$ cat src/rtl/uvst_pkg.sv
// Shared constants for the UV sphere tessellator: codes, latencies and sine series tables.
`default_nettype none
package uvst_pkg;

	localparam logic CMD_VERTEX = 1'b0;
	localparam logic CMD_QUAD   = 1'b1;

	localparam logic REG_PRECISION = 1'b0;
	localparam logic REG_RADIUS    = 1'b1;

	localparam logic [7:0]  PRECISION_RESET = 8'd16;
	localparam logic [15:0] RADIUS_RESET    = 16'd256;

	localparam int TRIG_FRAC_BITS = 15;

	// Numerator width of the angle and texture divisions, and quotient bits.
	localparam int NUM_W   = 24;
	localparam int DIV_LAT = 17;
	localparam int SIN_LAT = 19;
	localparam int POST_LAT = 4;

	localparam logic [31:0] PI_Q30  = 32'd3373259426;
	localparam logic [30:0] ONE_Q30 = 31'h4000_0000;

	// Series divisors, innermost term first, and their reciprocals scaled by 2^36.
	localparam int SIN_TERMS = 5;
	localparam logic [6:0] SIN_DIVS [SIN_TERMS] = '{7'd110, 7'd72, 7'd42, 7'd20, 7'd6};
	localparam logic [35:0] SIN_RECIP [SIN_TERMS] = '{
		36'((64'd1 << 36) / 64'd110),
		36'((64'd1 << 36) / 64'd72),
		36'((64'd1 << 36) / 64'd42),
		36'((64'd1 << 36) / 64'd20),
		36'((64'd1 << 36) / 64'd6)
	};

endpackage
`default_nettype wire

$ cat src/rtl/uvst_div.sv
// Pipelined restoring divider, one quotient bit per stage.
`default_nettype none
module uvst_div #(
	parameter int PW = 8
) (
	input  wire logic                          clk,
	input  wire logic                          ce,
	input  wire logic [PW-1:0]                 divisor,
	input  wire logic [uvst_pkg::NUM_W-1:0]    num,
	output logic      [uvst_pkg::DIV_LAT-1:0]  quo
);

	localparam int QB = uvst_pkg::DIV_LAT;
	localparam int NW = uvst_pkg::NUM_W;

	logic [PW-1:0] rem_s [QB];
	logic [NW-1:0] num_s [QB];
	logic [QB-1:0] quo_s [QB];

	logic [PW-1:0] rem_in [QB];
	logic [NW-1:0] num_in [QB];
	logic [QB-1:0] quo_in [QB];
	logic [PW:0]   trial  [QB];
	logic          ge     [QB];

	for (genvar k = 0; k < QB; k++) begin : g_stage
		if (k == 0) begin : g_first
			// The quotient fits QB bits, so the top numerator bits are already below the divisor.
			assign rem_in[k] = PW'(num >> QB);
			assign num_in[k] = num;
			assign quo_in[k] = '0;
		end else begin : g_next
			assign rem_in[k] = rem_s[k-1];
			assign num_in[k] = num_s[k-1];
			assign quo_in[k] = quo_s[k-1];
		end

		always_comb begin
			trial[k] = {rem_in[k], num_in[k][QB-1-k]};
			ge[k]    = trial[k] >= {1'b0, divisor};
		end

		always_ff @(posedge clk) begin
			if (ce) begin
				rem_s[k] <= ge[k] ? PW'(trial[k] - {1'b0, divisor}) : PW'(trial[k]);
				num_s[k] <= num_in[k];
				quo_s[k] <= quo_in[k] | (QB'(ge[k]) << (QB - 1 - k));
			end
		end
	end

	assign quo = quo_s[QB-1];

endmodule
`default_nettype wire

$ cat config.mk
export PLATFORM = sky130hd
export DESIGN_NAME = uvst_div
export DESIGN_NICKNAME = d
export VERILOG_FILES = /design/src/rtl/uvst_pkg.sv /design/src/rtl/uvst_div.sv
export SDC_FILE = /design/constraint.sdc
export NUM_CORES = 1
export LEC_CHECK = 0
export ABC_CLOCK_PERIOD_IN_PS = 5400
export BUFFER_PORTS_ARGS = -buffer_cell sky130_fd_sc_hd__buf_2
export CAP_MARGIN = 10
export CORE_MARGIN = 2
export CORE_UTILIZATION = 25
export CTS_CLUSTER_SIZE = 28
export DETAILED_ROUTE_END_ITERATION = 10
export PLACE_DENSITY_LB_ADDON = 0.15
export SKIP_LAST_GASP = 1
export SLEW_MARGIN = 20
export SYNTH_ARGS = -nofsm -noshare
export SYNTH_HDL_FRONTEND = slang
export SYNTH_SLANG_ARGS = --single-unit
$ cat constraint.sdc
create_clock -name clk -period 5.4 [get_ports clk]
set_input_delay 0.81 -clock clk [delete_from_list [all_inputs] [get_ports clk]]
set_output_delay 0.81 -clock clk [all_outputs]
set_load 0.02 [all_outputs]
==> results.yml <==
cts:
  cts_hold_buf: 0
  clk_pin_slew_ps: 60
  clk_latency_ps: 590
  cts_setup_buffers: 0
  post_cts_resized: 0
  root_buffer: "clkbuf_16"
  cts_buffers: 52
  htree_levels: 2
  clockBufferDepth: 3
  cts_tree: "done"
  cts.sinks: 417
setup_path:
  slowest_delay_ps: 500
  critPathMaxFanout: 10
  crit_arrival_ps: 3630
  critical_path_required_ps: 5740
  critPathKind: "in2reg"
  slowest_stage: "a21boi_2"
  end_kind: "register"
  path_cells: "buf_2 > inv_1 > buf_4 > ha_1 > a21oi_1 > o21ai_0 > a21boi_0 > a21boi_2 > mux2_2"
  crit_path_start_kind: "primary input"
power:
  power_uw: 12200
  p_comb_share_pct: 30.6
  p_seq_share_pct: 39.2
  p_int_uw: 8590
  peakVddDrop_mv: 0.252
  p_sw_share_pct: 29.6
  power.switching_uw: 3610
  cellPowerDensity_mw_per_mm2: 524
  pwr-share-clk_pct: 30.3
  p_leak_uw: 0.00858
logic_synthesis:
  synth_edf_count: 417
  syn_area_per_cell_sq_um: 14.8
  synth.distinct_cells: 55
  synthTopCellsByArea: "edfxtp_1 63%, ha_1 8.6%, mux2_2 4.7%"
  synth_fp_nets: 1524
  ys_warn_count: 0
  yosys.area.top_type: "edfxtp_1"
  syn-instance-count: 1338
  synth_top_area_share_pct: 63.3
  synth-main-ff-cell: "edfxtp_1"
  async_flop_share_pct: 0
  syn_area_sq_mm: 0.0198
  synth-seq-area-share_pct: 63.3
  synth-seq-cells: 417
worst_hold_path:
  hp-class: "in2reg"
place:
  gp_congestion: 0.805
  port_buffers: 50
  dp_hpwl_mm: 25.5
global_routing:
  grt.total_usage_pct: 10.0
  grt_max_degree: 161
  grt_overflow_total: 0
  grt_pass1_vias: 11400
  grt_pass1_wl_mm: 64.3
  grt_antenna_before_repair: 1
detailed_routing:
  drc: 0
  vias_per_cell: 4.36
  drtAntennaViolNets: 0
  vias: 11100
  first_iter_violations: 688
  first_pass_iters: 4
  drt-total-wl_mm: 40.9
  wl_per_cell_um: 16.1
sta:
  fmax_ghz: 0.304
  skew_ps: 23.3
  slew_headroom_pct: 32.8
  finalSetupViolations: 0
  fin_setup_tns_ps: 0
  rsz0062_at_grt: "no"
  drv_slew: 0
  min_period_ps: 3290
  worst_slew_pin_slew_ps: 1010
  finalHoldViolCount: 0
  min_period_over_period_pct: 60.9
floorplan:
  design.core.area_sq_mm: 0.0787
  die_area_sq_mm: 0.0814
  rows: 103
  die_h_um: 285
  io_pins: 51
  start_util_pct: 25.1
  die_w_um: 285
flow_run:
  cap_violations: 0
finish:
  diodes: 0
  drive_gt1_share_pct: 16.6
  finalNetCount: 1634
  syn_to_final_growth_pct: 17.7
outcome:
  status: "finished, final reports clean"
cell type report:
class                   instances  area [sq um]
multi-input cells             838          6950
repair buffers                 66           418
clock inverters                37           449
well taps                    1050          1310
clock buffers                  58          1370
flip-flops and latches        417         12500
fillers                      7834         55400
inverters                      73           274
critical path: cells and delay by family:
kind            cells  cell delay (ps)
compound gates      4             1140
fa+ha+maj           1              350
buf+inv             3              890
mux                 1              400
cell usage after synthesis, drive strengths merged (14+ instances only):
cell,number
a211oi,16
a21boi,14
a21o,33
a21oi,65
edfxtp,417
fa,16
ha,136
inv,73
mux2,82
mux2i,37
nand2,37
nand2b,25
nand3,28
nor2,61
nor2b,30
o21a,23
o21ai,63
o31a,14
xnor2,39
xor2,16
cell families after synthesis:
family | after synthesis | synth area share, %
compound gates | 283 | 9.97
xor+xnor | 55 | 2.43
fa+ha+maj | 152 | 10.2
buf+inv | 83 | 1.61
flops | 417 | 63.3
mux | 119 | 6.54
simple gates | 229 | 5.97
power groups by stage:
stage,clock network [uW],registers (uW),logic [uW]
6_report,3690,4780,3730
3_5_place_dp,0,4860,3730
3_3_place_gp,0,4870,3680
2_1_floorplan,0,4700,2980
5_1_grt,3980,4840,4210
4_1_cts,3870,4800,3770
cell usage in the layout, fill, tap and decap left out, types with 5 or more instances in the layout:
master,count
edfxtp_1,417
ha_1,136
mux2_2,82
inv_1,73
a21oi_1,62
o21ai_0,62
nor2_1,61
clkbuf_16,54
buf_2,49
xnor2_1,39
nand2_1,37
mux2i_1,37
a21o_1,33
nor2b_1,30
nand3_1,28
nand2b_1,25
o21a_1,23
xor2_1,16
fa_1,16
a211oi_1,15
o31a_1,14
clkinv_1,14
o211ai_1,13
a21boi_0,13
buf_4,13
nor3_1,12
bufinv_16,10
and3_1,8
or4_1,8
or4b_2,7
clkinv_2,6
a311o_1,5
o31ai_1,5
o41a_1,5
path summary, 6_finish.rpt:
kind,startpoint,endpoint,slack [ps],cells past startpoint
worst min-delay path,num[14],num_s[0][14],390,1
worst max register to register,rem_s[0][88],rem_s[0][101],2780,6
worst min register to register,quo_s[1][73],quo_s[1][90],410,0
worst max-delay path,divisor[6],rem_s[0][45],2110,9
layer usage:
layer  vias up  global-route usage [%]  routed length [um]
li1       5425                       -                   -
met1      5430                    13.0               19100
met2       156                    16.6               19200
met3        71                    2.10                1470
met4         0                    3.44                1030
met5         -                       0                   0
stage by stage:
step	hold WS (ps)	utilization (%)	worst slack [ps]	instances	instance area, sq um
after floorplan	400	-	2240	1338	19800
after global placement	400	27.3	1430	2443	21500
after detailed placement	405	27.3	1390	2443	21500
after CTS	336	29.6	2050	2538	23300
after global routing	343	29.6	1880	2539	23300
final	394	29.6	2110	2539	23300
state kept, by name, summed over array words and instances (netlist names):
name and flops:
rem_s 128, num_s 136, quo_s 153
No activity file was read; power rests on OpenSTA's default activity.
